==> config.mk <==
export PLATFORM = sky130hd
export DESIGN_NAME = window_moving_average_unit
export DESIGN_NICKNAME = d
export VERILOG_FILES = /design/src/rtl/wma_pkg.sv /design/src/rtl/wma_window_store.sv /design/src/rtl/wma_divider.sv /design/src/rtl/window_moving_average_unit.sv
export SDC_FILE = /design/constraint.sdc
export NUM_CORES = 2
export LEC_CHECK = 0
export BUFFER_PORTS_ARGS = -buffer_cell sky130_fd_sc_hd__buf_2
export CORE_AREA = 2 2 559 561
export DETAILED_ROUTE_END_ITERATION = 8
export DIE_AREA = 0 0 561 563
export PLACE_DENSITY_LB_ADDON = 0.1
export SETUP_SLACK_MARGIN = 0.02
export SLEW_MARGIN = 0
export SYNTH_ARGS = -nofsm -noshare
export SYNTH_HDL_FRONTEND = slang
export SYNTH_SLANG_ARGS = --single-unit
==> constraint.sdc <==
create_clock -name i_clk -period 9.9 [get_ports i_clk]
set_input_delay 0.99 -clock i_clk [delete_from_list [all_inputs] [get_ports i_clk]]
set_output_delay 0.99 -clock i_clk [all_outputs]
set_load 0.01 [all_outputs]
==> src/rtl/wma_pkg.sv <==
`default_nettype none

package wma_pkg;

    localparam int SAMPLE_BITS     = 32;
    localparam int MAX_WINDOW_DEF  = 64;
    localparam int SIZE_W          = 7;
    localparam logic [SIZE_W-1:0] SIZE_RESET = 7'd16;

    localparam logic OP_SAMPLE = 1'b0;
    localparam logic OP_FILL   = 1'b1;

    typedef struct packed {
        logic                          opcode;
        logic signed [SAMPLE_BITS-1:0] sample_value;
    } t_wma_in;

    typedef struct packed {
        logic signed [SAMPLE_BITS-1:0] average;
        logic [SIZE_W-1:0]             samples_held;
    } t_wma_out;

endpackage

`default_nettype wire

==> src/rtl/wma_window_store.sv <==
`default_nettype none

module wma_window_store
    import wma_pkg::*;
#(
    parameter int MAX_WINDOW = MAX_WINDOW_DEF,
    parameter int IDX_W      = (MAX_WINDOW > 1) ? $clog2(MAX_WINDOW) : 1
) (
    input  wire logic                   i_clk,
    input  wire logic                   i_wr_en,
    input  wire logic [IDX_W-1:0]       i_wr_addr,
    input  wire logic [SAMPLE_BITS-1:0] i_wr_data,
    input  wire logic [IDX_W-1:0]       i_rd_addr,
    output logic      [SAMPLE_BITS-1:0] o_rd_data
);

    logic [SAMPLE_BITS-1:0] r_mem [MAX_WINDOW];
    logic [SAMPLE_BITS-1:0] r_rd_data;

    always_ff @(posedge i_clk) begin
        if (i_wr_en) begin
            r_mem[i_wr_addr] <= i_wr_data;
        end
        r_rd_data <= r_mem[i_rd_addr];
    end

    assign o_rd_data = r_rd_data;

endmodule

`default_nettype wire

==> src/rtl/wma_divider.sv <==
`default_nettype none

module wma_divider
    import wma_pkg::*;
#(
    parameter int SUM_W = SAMPLE_BITS + 7,
    parameter int CNT_W = 7
) (
    input  wire logic                    i_clk,
    input  wire logic                    i_rst_n,
    input  wire logic                    i_start,
    input  wire logic signed [SUM_W-1:0] i_dividend,
    input  wire logic        [CNT_W-1:0] i_divisor,
    output logic                         o_done,
    output logic signed      [SUM_W-1:0] o_quotient
);

    localparam int ITER_W = $clog2(SUM_W + 1);

    logic [SUM_W-1:0]  r_q;
    logic [CNT_W:0]    r_rem;
    logic [CNT_W-1:0]  r_div;
    logic              r_neg;
    logic [ITER_W-1:0] r_cnt;
    logic              r_busy;
    logic              r_done;

    logic [CNT_W:0]    rem_sh;
    logic              rem_ge;
    logic [CNT_W:0]    rem_nx;
    logic [SUM_W-1:0]  dividend_abs;

    assign dividend_abs = i_dividend[SUM_W-1] ? (~i_dividend + 1'b1) : i_dividend;

    // One restoring step per cycle: shift the next dividend bit into the remainder.
    assign rem_sh = {r_rem[CNT_W-1:0], r_q[SUM_W-1]};
    assign rem_ge = rem_sh >= {1'b0, r_div};
    assign rem_nx = rem_ge ? (rem_sh - {1'b0, r_div}) : rem_sh;

    always_ff @(posedge i_clk) begin
        if (!i_rst_n) begin
            r_busy <= 1'b0;
            r_done <= 1'b0;
            r_cnt  <= '0;
        end else begin
            r_done <= 1'b0;
            if (i_start) begin
                r_busy <= 1'b1;
                r_cnt  <= ITER_W'(SUM_W);
            end else if (r_busy) begin
                r_cnt <= r_cnt - 1'b1;
                if (r_cnt == ITER_W'(1)) begin
                    r_busy <= 1'b0;
                    r_done <= 1'b1;
                end
            end
        end
    end

    always_ff @(posedge i_clk) begin
        if (i_start) begin
            r_q   <= dividend_abs;
            r_rem <= '0;
            r_div <= i_divisor;
            r_neg <= i_dividend[SUM_W-1];
        end else if (r_busy) begin
            r_q   <= {r_q[SUM_W-2:0], rem_ge};
            r_rem <= rem_nx;
        end
    end

    // Magnitude division followed by a sign fix gives truncation toward zero.
    assign o_quotient = r_neg ? $signed(~r_q + 1'b1) : $signed(r_q);
    assign o_done     = r_done;

endmodule

`default_nettype wire

==> src/rtl/window_moving_average_unit.sv <==
// Sliding-window average of signed Q16.16 samples.
// Input channel (i_valid/o_ready, i_data): opcode 0 adds a sample and yields one
// result item; opcode 1 loads the sample value into every window entry and yields
// nothing. Output channel (o_valid/i_ready, o_data): average truncated toward
// zero and the number of samples held.
// The block takes one item at a time; o_ready is high only while it is idle.
// A sample item passes through the read, subtract, add, divider start and divide
// states and then the output state; the bit-serial divider runs one quotient bit
// per cycle. o_ready comes back together with o_valid, so the next item is taken
// only after the last result has reached the output register. A fill item keeps
// o_ready low while it writes the window entries one by one, since the window
// store has one write port. With a window size of 0 a sample goes straight to the
// output state without division, and a fill item is dropped.
// The user must write the window size register through i_cfg_wr_en/i_cfg_wr_data
// only while the block is idle; the block does not enforce this. A write clears
// the position, count and running sum. Reset restores a window size of 16 with an
// empty window; store contents are kept and are never used before being written.
// A stalled receiver holds the result in the output register; the block accepts
// the next item meanwhile but waits to deliver until that register is free.
`default_nettype none

module window_moving_average_unit
    import wma_pkg::*;
#(
    parameter int MAX_WINDOW = MAX_WINDOW_DEF
) (
    input  wire logic              i_clk,
    input  wire logic              i_rst_n,
    input  wire logic              i_valid,
    output logic                   o_ready,
    input  wire t_wma_in           i_data,
    output logic                   o_valid,
    input  wire logic              i_ready,
    output t_wma_out               o_data,
    input  wire logic              i_cfg_wr_en,
    input  wire logic [SIZE_W-1:0] i_cfg_wr_data
);

    localparam int IDX_W = (MAX_WINDOW > 1) ? $clog2(MAX_WINDOW) : 1;
    localparam int CNT_W = $clog2(MAX_WINDOW + 1);
    localparam int SUM_W = SAMPLE_BITS + CNT_W;
    localparam int EXT_W = (CNT_W > SIZE_W) ? CNT_W : SIZE_W;

    localparam logic [2:0] S_IDLE   = 3'd0;
    localparam logic [2:0] S_FILL   = 3'd1;
    localparam logic [2:0] S_READ   = 3'd2;
    localparam logic [2:0] S_SUB    = 3'd3;
    localparam logic [2:0] S_ADD    = 3'd4;
    localparam logic [2:0] S_DSTART = 3'd5;
    localparam logic [2:0] S_DIV    = 3'd6;
    localparam logic [2:0] S_PUSH   = 3'd7;

    logic [2:0]                    r_state;
    logic [2:0]                    n_state;
    logic [SIZE_W-1:0]             r_size;
    logic [IDX_W-1:0]              r_wp;
    logic [CNT_W-1:0]              r_held;
    logic [CNT_W-1:0]              r_fidx;
    logic signed [SUM_W-1:0]       r_sum;
    logic signed [SAMPLE_BITS-1:0] r_sample;
    logic signed [SAMPLE_BITS-1:0] r_avg;
    logic                          r_out_valid;
    t_wma_out                      r_out;

    logic [CNT_W-1:0]              win_n;
    logic [EXT_W-1:0]              size_ext;
    logic [CNT_W-1:0]              wp_ext;
    logic [CNT_W-1:0]              wp_inc;
    logic [IDX_W-1:0]              wp_eff;
    logic [CNT_W-1:0]              held_eff;
    logic                          in_acc;
    logic                          out_free;

    logic                          alu_sub;
    logic signed [SUM_W-1:0]       alu_b;
    logic signed [SUM_W-1:0]       alu_y;
    logic [SAMPLE_BITS-1:0]        rd_data;
    logic                          mem_we;
    logic [IDX_W-1:0]              mem_waddr;
    logic                          div_done;
    logic signed [SUM_W-1:0]       div_q;

    assign size_ext = EXT_W'(r_size);
    assign win_n    = (size_ext > EXT_W'(MAX_WINDOW)) ? CNT_W'(MAX_WINDOW) : CNT_W'(size_ext);

    assign wp_ext   = CNT_W'(r_wp);
    assign wp_eff   = (wp_ext >= win_n) ? '0 : r_wp;
    assign held_eff = (r_held > win_n) ? win_n : r_held;
    assign wp_inc   = wp_ext + 1'b1;

    assign o_ready  = (r_state == S_IDLE);
    assign in_acc   = i_valid && o_ready;
    assign out_free = !r_out_valid || i_ready;

    // Shared sum adder: subtracts the oldest entry, adds the new sample or fill value.
    assign alu_sub = (r_state == S_SUB);
    assign alu_b   = alu_sub
                   ? {{(SUM_W-SAMPLE_BITS){rd_data[SAMPLE_BITS-1]}}, rd_data}
                   : {{(SUM_W-SAMPLE_BITS){r_sample[SAMPLE_BITS-1]}}, r_sample};
    assign alu_y   = alu_sub ? (r_sum - alu_b) : (r_sum + alu_b);

    assign mem_we    = (r_state == S_FILL) || (r_state == S_ADD);
    assign mem_waddr = (r_state == S_FILL) ? r_fidx[IDX_W-1:0] : r_wp;

    wma_window_store #(
        .MAX_WINDOW (MAX_WINDOW),
        .IDX_W      (IDX_W)
    ) u_store (
        .i_clk     (i_clk),
        .i_wr_en   (mem_we),
        .i_wr_addr (mem_waddr),
        .i_wr_data (r_sample),
        .i_rd_addr (r_wp),
        .o_rd_data (rd_data)
    );

    wma_divider #(
        .SUM_W (SUM_W),
        .CNT_W (CNT_W)
    ) u_div (
        .i_clk      (i_clk),
        .i_rst_n    (i_rst_n),
        .i_start    (r_state == S_DSTART),
        .i_dividend (r_sum),
        .i_divisor  (r_held),
        .o_done     (div_done),
        .o_quotient (div_q)
    );

    always_comb begin
        n_state = r_state;
        case (r_state)
            S_IDLE: begin
                if (in_acc) begin
                    if (win_n == '0) begin
                        n_state = (i_data.opcode == OP_FILL) ? S_IDLE : S_PUSH;
                    end else begin
                        n_state = (i_data.opcode == OP_FILL) ? S_FILL : S_READ;
                    end
                end
            end
            S_FILL: begin
                if (r_fidx == win_n - 1'b1) begin
                    n_state = S_IDLE;
                end
            end
            S_READ:   n_state = S_SUB;
            S_SUB:    n_state = S_ADD;
            S_ADD:    n_state = S_DSTART;
            S_DSTART: n_state = S_DIV;
            S_DIV: begin
                if (div_done) begin
                    n_state = S_PUSH;
                end
            end
            S_PUSH: begin
                if (out_free) begin
                    n_state = S_IDLE;
                end
            end
            default:  n_state = S_IDLE;
        endcase
    end

    always_ff @(posedge i_clk) begin
        if (!i_rst_n) begin
            r_state     <= S_IDLE;
            r_size      <= SIZE_RESET;
            r_wp        <= '0;
            r_held      <= '0;
            r_sum       <= '0;
            r_fidx      <= '0;
            r_out_valid <= 1'b0;
        end else begin
            r_state <= n_state;

            if ((r_state == S_PUSH) && out_free) begin
                r_out_valid <= 1'b1;
            end else if (o_valid && i_ready) begin
                r_out_valid <= 1'b0;
            end

            case (r_state)
                S_IDLE: begin
                    if (in_acc) begin
                        r_sample <= i_data.sample_value;
                        r_avg    <= i_data.sample_value;
                        r_fidx   <= '0;
                        if (i_data.opcode == OP_FILL) begin
                            r_sum <= '0;
                        end else begin
                            r_wp   <= wp_eff;
                            r_held <= held_eff;
                        end
                    end
                end
                S_FILL: begin
                    r_sum  <= alu_y;
                    r_fidx <= r_fidx + 1'b1;
                    if (r_fidx == win_n - 1'b1) begin
                        r_held <= win_n;
                        r_wp   <= '0;
                    end
                end
                S_SUB: begin
                    // A full window drops its oldest entry; otherwise the count grows.
                    if (r_held == win_n) begin
                        r_sum <= alu_y;
                    end else begin
                        r_held <= r_held + 1'b1;
                    end
                end
                S_ADD: begin
                    r_sum <= alu_y;
                    r_wp  <= (wp_inc >= win_n) ? '0 : wp_inc[IDX_W-1:0];
                end
                S_DIV: begin
                    if (div_done) begin
                        r_avg <= div_q[SAMPLE_BITS-1:0];
                    end
                end
                S_PUSH: begin
                    if (out_free) begin
                        r_out.average      <= r_avg;
                        r_out.samples_held <= SIZE_W'(r_held);
                    end
                end
                default: begin
                end
            endcase

            if (i_cfg_wr_en) begin
                r_size <= i_cfg_wr_data;
                r_wp   <= '0;
                r_held <= '0;
                r_sum  <= '0;
            end
        end
    end

    assign o_valid = r_out_valid;
    assign o_data  = r_out;

endmodule

`default_nettype wire
# Yosys cells after proc, flatten, opt, wreduce, memory -nomap -nowiden
# Memory sizes are Yosys's and may differ from the RTL's. A register that Yosys moved wholly into a read port is not among the register bits.
# Cells that the tools add are included.
# word_totals
reg_bits,235
n_memories,1
in_bits,45
mem_bits_rw,2048
wordCells,134
out_inout_bits,41
# memory_table
memory,depth,word_bits,read_ports,rd_clocked_by_memory_dff,write_ports,line_no,text
u_store.r_mem,64,32,1,1,1,wma_window_store.sv:17,logic [SAMPLE_BITS-1:0] r_mem [MAX_WINDOW];
# classes
bitwise_logic,4
n_lt_le_gt_ge,5
muxes,48
addsub,10
n_reduce_logical,27
n_eq_ne,20
# op_table
op,count
39-bit two-way mux,8
39-bit one-hot mux with 3 select lines,1
32-bit two-way mux,3
32-bit one-hot mux with 2 select lines,1
7-bit two-way mux,8
6-bit two-way mux,8
"39-bit by 1-bit adder with 39-bit output, second input constant",1
39-bit adder,1
39-bit NOT,1
39-bit subtractor,1
"32-bit by 1-bit adder with 32-bit output, second input constant",1
32-bit NOT,1
3-bit one-hot mux with 8 select lines,1
7-bit one-hot mux with 3 select lines,1
3-bit two-way mux,6
6-bit one-hot mux with 3 select lines,1
"7-bit by 1-bit adder with 7-bit output, second input constant",2
7-bit equality test,2
"2-bit by 1-bit != test with 1-bit output, second input constant",7
7-bit one-hot mux with 2 select lines,1
"3-bit equality test, second input constant",4
4-bit AND reduction,3
3-bit nonzero test,3
8-bit by 7-bit greater-or-equal comparator with 1-bit output,1
other kinds (27),47

# Longest topological paths before layout
# depth
word_depth,7
ltp_mapped,26
depth_no_buf,23

# By module
# Synthesis repeated with hierarchy kept, for this count alone.
# hier_totals
cells_unflattened,4903
hier_area_um2,93453.4
# by_module_without_submodules
module,seq_area_each_um2,area_per_inst_um2,n_inst,cells_each
wma_window_store,62139.6,78515.3,1,3324
window_moving_average_unit,4494.3,10458.8,1,1091
wma_divider,1711.6,4479.3,1,488

# Worst setup path before layout
# Ideal clock, no wire load.
# synth_path
kind,flip-flop to flip-flop
from,reg r_state[0]
to,reg r_sum[38]
arrival_ns,5.328
n_path_buf,4
t_required_ns,9.766
path_stages_with_launch,26
setup_slack_ns,4.438
setup_time_ns,0.134
period_less_slack_ns,5.462
path_cell_list,dfxtp_1 > clkbuf_1 > and3b_1 > clkbuf_1 > clkbuf_1 > buf_1 > mux2i_1 > ha_1 > nor3b_2 > nand2_1 > nor2_1 > nand2_1 > xnor2_1 > nand2_1 > o21ai_0 > ha_1 > nand4_1 > or2_2 > a211oi_1 > o21ai_0 > a21boi_1 > a221o_1 > a41oi_1 > mux2i_1 > a2111oi_0 > a21oi_1
# synth_between
elab_chain_len,6
word_cells_on_any_way,17
classes_between,add/sub (2); eq/ne (6); mux (4); reduce/logical (5)
# synth_rtl
element,line_no,text
from (decl),window_moving_average_unit.sv:53,logic [2:0] r_state;
from (signal assigned),window_moving_average_unit.sv:175,r_state <= n_state;
3-bit by 2-bit equality test with 1-bit output,"window_moving_average_unit.sv:96, window_moving_average_unit.sv:183",
39-bit two-way mux,window_moving_average_unit.sv:98,"? {{(SUM_W-SAMPLE_BITS){rd_data[SAMPLE_BITS-1]}}, rd_data}"
39-bit adder or 39-bit subtractor (tied branches),window_moving_average_unit.sv:100,assign alu_y = alu_sub ? (r_sum - alu_b) : (r_sum + alu_b);
39-bit two-way mux,window_moving_average_unit.sv:100,
39-bit two-way mux,window_moving_average_unit.sv:207,if (r_held == win_n) begin
39-bit one-hot mux with 3 select lines,window_moving_average_unit.sv:183,case (r_state)
to (signal assigned),window_moving_average_unit.sv:198,r_sum <= alu_y;
to (signal assigned),window_moving_average_unit.sv:208,r_sum <= alu_y;
to (signal assigned),window_moving_average_unit.sv:214,r_sum <= alu_y;
to (decl),window_moving_average_unit.sv:59,logic signed [SUM_W-1:0] r_sum;
# Several ways; a longest one is shown, not always the timed one. The select of a mux whose other input is x is not followed.
# A chain may end at the register's enable or synchronous reset.

# Worst setup path after layout
# Ends and elaborated chain as after synthesis.

==> flow_summary.toml <==
[floorplanning]
die_w_um = 561
io_pins = 86
initial_utilization_pct = 29.8
fp.dieH_um = 563
rows = 205
die_area_sq_um = 316000
core-area_sq_um = 310000

[clock_tree]
clock-sinks = 2315
ctsResizeCount = 0
clockRootBuffer = "clkbuf_16"
numCtsBuffers = 273
postCtsSetupRepairBufs = 0
h-tree-depth = 5
postCtsHoldBufs = 0
cts_tree = "done"
clkLatencyLatePin_ns = 0.86
clk_path_buf_depth = 4
path_clk_slew_ns = 0.06

[synth]
yosys-top-cells-area = "edfxtp_1, mux4_2, dfxtp_1"
syn_area_sq_um = 92500
ys_async_sr_fraction_pct = 0
synth_edf_count = 2198
ys.flop_type = "edfxtp_1"
ys_ff_latch = 2315
netlist.top_cell.by_area = "edfxtp_1"
synth_fp_nets = 4693
syn_inst = 4570
yosysTopAreaCellShare_pct = 71.3
ys_types = 72
ys_warn_count = 0
avgSynthCellArea_sq_um = 20.2
ys_seq_area_share_pct = 73.9

[routing]
dr_total_vias = 46400
postRouteAntennaNets = 0
route.detailed.drc = 0
routedWlPerCell_um = 31.2
wl_um = 287000
viasPerCell = 5.04
firstDrtPassIters = 7
drtIter0Drc = 5036

[timing]
slew_headroom_pct = 19.1
max_freq_ghz = 0.149
slew_violations = 0
tightest_slew_ns = 1.21
rsz0062_at_grt = "false"
final.setup.tns_ns = 0
min_period_over_period_pct = 67.7
layout_min_cycle_time_ns = 6.70
setup_viol = 0
fin_skew_ns = 0.0479
hold_violations = 0
holdWs_ns = 0.341

[critical_path]
cp.required_ns = 10.62
crit_arrival_ns = 7.42
path_max_fanout = 27
endpoint_kind = "flop"
critical_path_class = "reg -> reg"
worst_setup_path_start_kind = "flop"

[worst_hold_path]
hold_path.class = "in -> reg"

[global_routing]
grt_max_degree = 119
overflow = 0
grtUsageTotal_pct = 18.0
grt_pass1_wl_um = 396000
grt_pass1_vias = 47700
antenna_found_initial = 46

[placed_design]
place_congestion = 0.804
dpl_cell_area_sq_um = 98900
hpwlAfterDp_um = 161000
io_buffer_count = 85
post-place-cells = 8711

[outcome]
status = "finished, final reports clean"

[finish]
syn_to_final_growth_pct = 15.9
postLayoutCellArea_sq_um = 107000
layout_common_cells = "edfxtp_1, mux4_2, clkbuf_16"
drive_gt1_share_pct = 26.8
finalNonFillerCells = 9199
layout_commonest_cell = "edfxtp_1"
finalNetCount = 4969

[power]
leakagePower_nw = 32.8
vdd_drop_max_mv = 0.113
p_per_area_nw_per_um2 = 198

[flow_run]
maxCapViolCount = 0
-- power breakdown --
part           internal [mW]  switching (mW)
logic                  0.265           0.629
clock network           5.52            3.97
registers               10.8          0.0658
total                   16.6            4.67
-- critical path, cell delays in order, from the launching register on --
cell and delay [ns]:
dfxtp_1 0.86, nand3b_1 0.76, a21oi_1 0.34, nand4_1 0.19, nor2_1 0.33, nand2_1 0.22, a211oi_1 0.51, nand2_1 0.13
xnor2_1 0.15, nand2_1 0.10, o21ai_0 0.12, ha_1 0.42, a21o_1 0.22, a21o_1 0.18, a21oi_1 0.18, o21ai_0 0.13
a21oi_1 0.19, a21boi_1 0.16, a221o_1 0.39, a41oi_1 0.44, mux2i_1 0.13, a2111oi_0 0.38, a21oi_1 0.07
-- synth_stat cells (4+ instances only) --
master    number
o21a_1         9
a31oi_1        5
nand4_1       11
and2_1         8
inv_1         43
nor4_1        12
nand2_1      246
o21ai_1       12
xnor2_1       45
or4_1         11
ha_1          76
or3_4          4
a21boi_0       9
nor2_1       168
or2_2          7
a211oi_1      11
a21o_1        20
nand2b_1      27
dfxtp_1      117
or3_1          9
o41ai_1       10
buf_1         44
a21oi_1       77
nand3b_1      12
and3_1         7
nor3_1        36
o31ai_1       27
nand3_1       41
edfxtp_1    2198
o22ai_1        6
o211ai_1       4
o31a_1         4
nor2b_1       24
o21ai_0      183
mux4_2       672
clkbuf_1     184
xor2_1        99
a22oi_1       19
mux2i_1       23
-- logic make-up (layout without fill, tap and decap cells) --
| family | count (synthesis) | in the layout | share of synthesized area, % |
|---|---|---|---|
| AOI/OAI and AO/OA | 425 | 425 | 2.78 |
| muxes | 695 | 695 | 16.6 |
| adders and majority gates | 78 | 78 | 1.07 |
| and+or+nand+nor | 639 | 639 | 3.21 |
| xor gates and xnor gates | 144 | 144 | 1.36 |
| DFF | 2315 | 2315 | 73.9 |
| buffers and inverters | 274 | 746 | 1.11 |
| other | 0 | 17 | 0 |
-- flip-flops by register name (all words and copies together), names as in the netlist --
register,cells
r_sum,39
u_div.r_cnt,6
r_avg,32
o_data,39
r_wp,6
o_valid,1
r_state,3
u_div.o_done,1
u_store.o_rd_data,32
r_held,7
u_div.r_rem,7
u_div.r_q,39
u_div.r_div,7
u_div.r_busy,1
u_div.r_neg,1
r_size,7
r_fidx,7
r_sample,32
u_store.r_mem,2048
-- worst paths after layout --
kind,from,endpoint,cells after the start,slack [ns]
worst max-delay path,r_state[0]$_SDFFE_PN0P_,r_sum[38]$_SDFFE_PP0P_,22,3.20
worst min-delay path,i_data[29],r_sample[29]$_DFFE_PP_,1,0.34
worst max register to register,r_state[0]$_SDFFE_PN0P_,r_sum[38]$_SDFFE_PP0P_,22,3.20
worst min register to register,r_avg[12]$_DFFE_PP_,o_data[19]$_DFFE_PP_,0,0.41
-- metal layers --
layer,global-route usage [%],vias to the layer above,share of wire [%]
met2,29.5,1243,48
met1,25.6,25400,46
met3,2.53,324,4.9
met5,0,-,0
met4,3.27,0,1.6
li1,-,19500,-
-- final cells by class --
type	instances	area, sq um
Timing Repair Buffer	230	1560
Multi-Input combinational cell	1981	23700
Sequential cell	2315	68400
Clock buffer	361	7460
Clock inverter	110	807
Fill cell	29100	203000
Antenna cell	17	42.5
Inverter	45	169
Tap cell	4140	5180
-- per-stage QoR --
stage                     total power [mW]  worst slack (ns)  util [%]
after floorplan                       11.6              4.44         -
after global placement                12.0              3.29      31.9
after detailed placement              12.0              3.32      31.9
after CTS                             21.6              3.31      34.5
after global routing                  22.0              2.75      34.5
final                                 21.3              3.20      34.6
(Power assumes the default switching activity.)
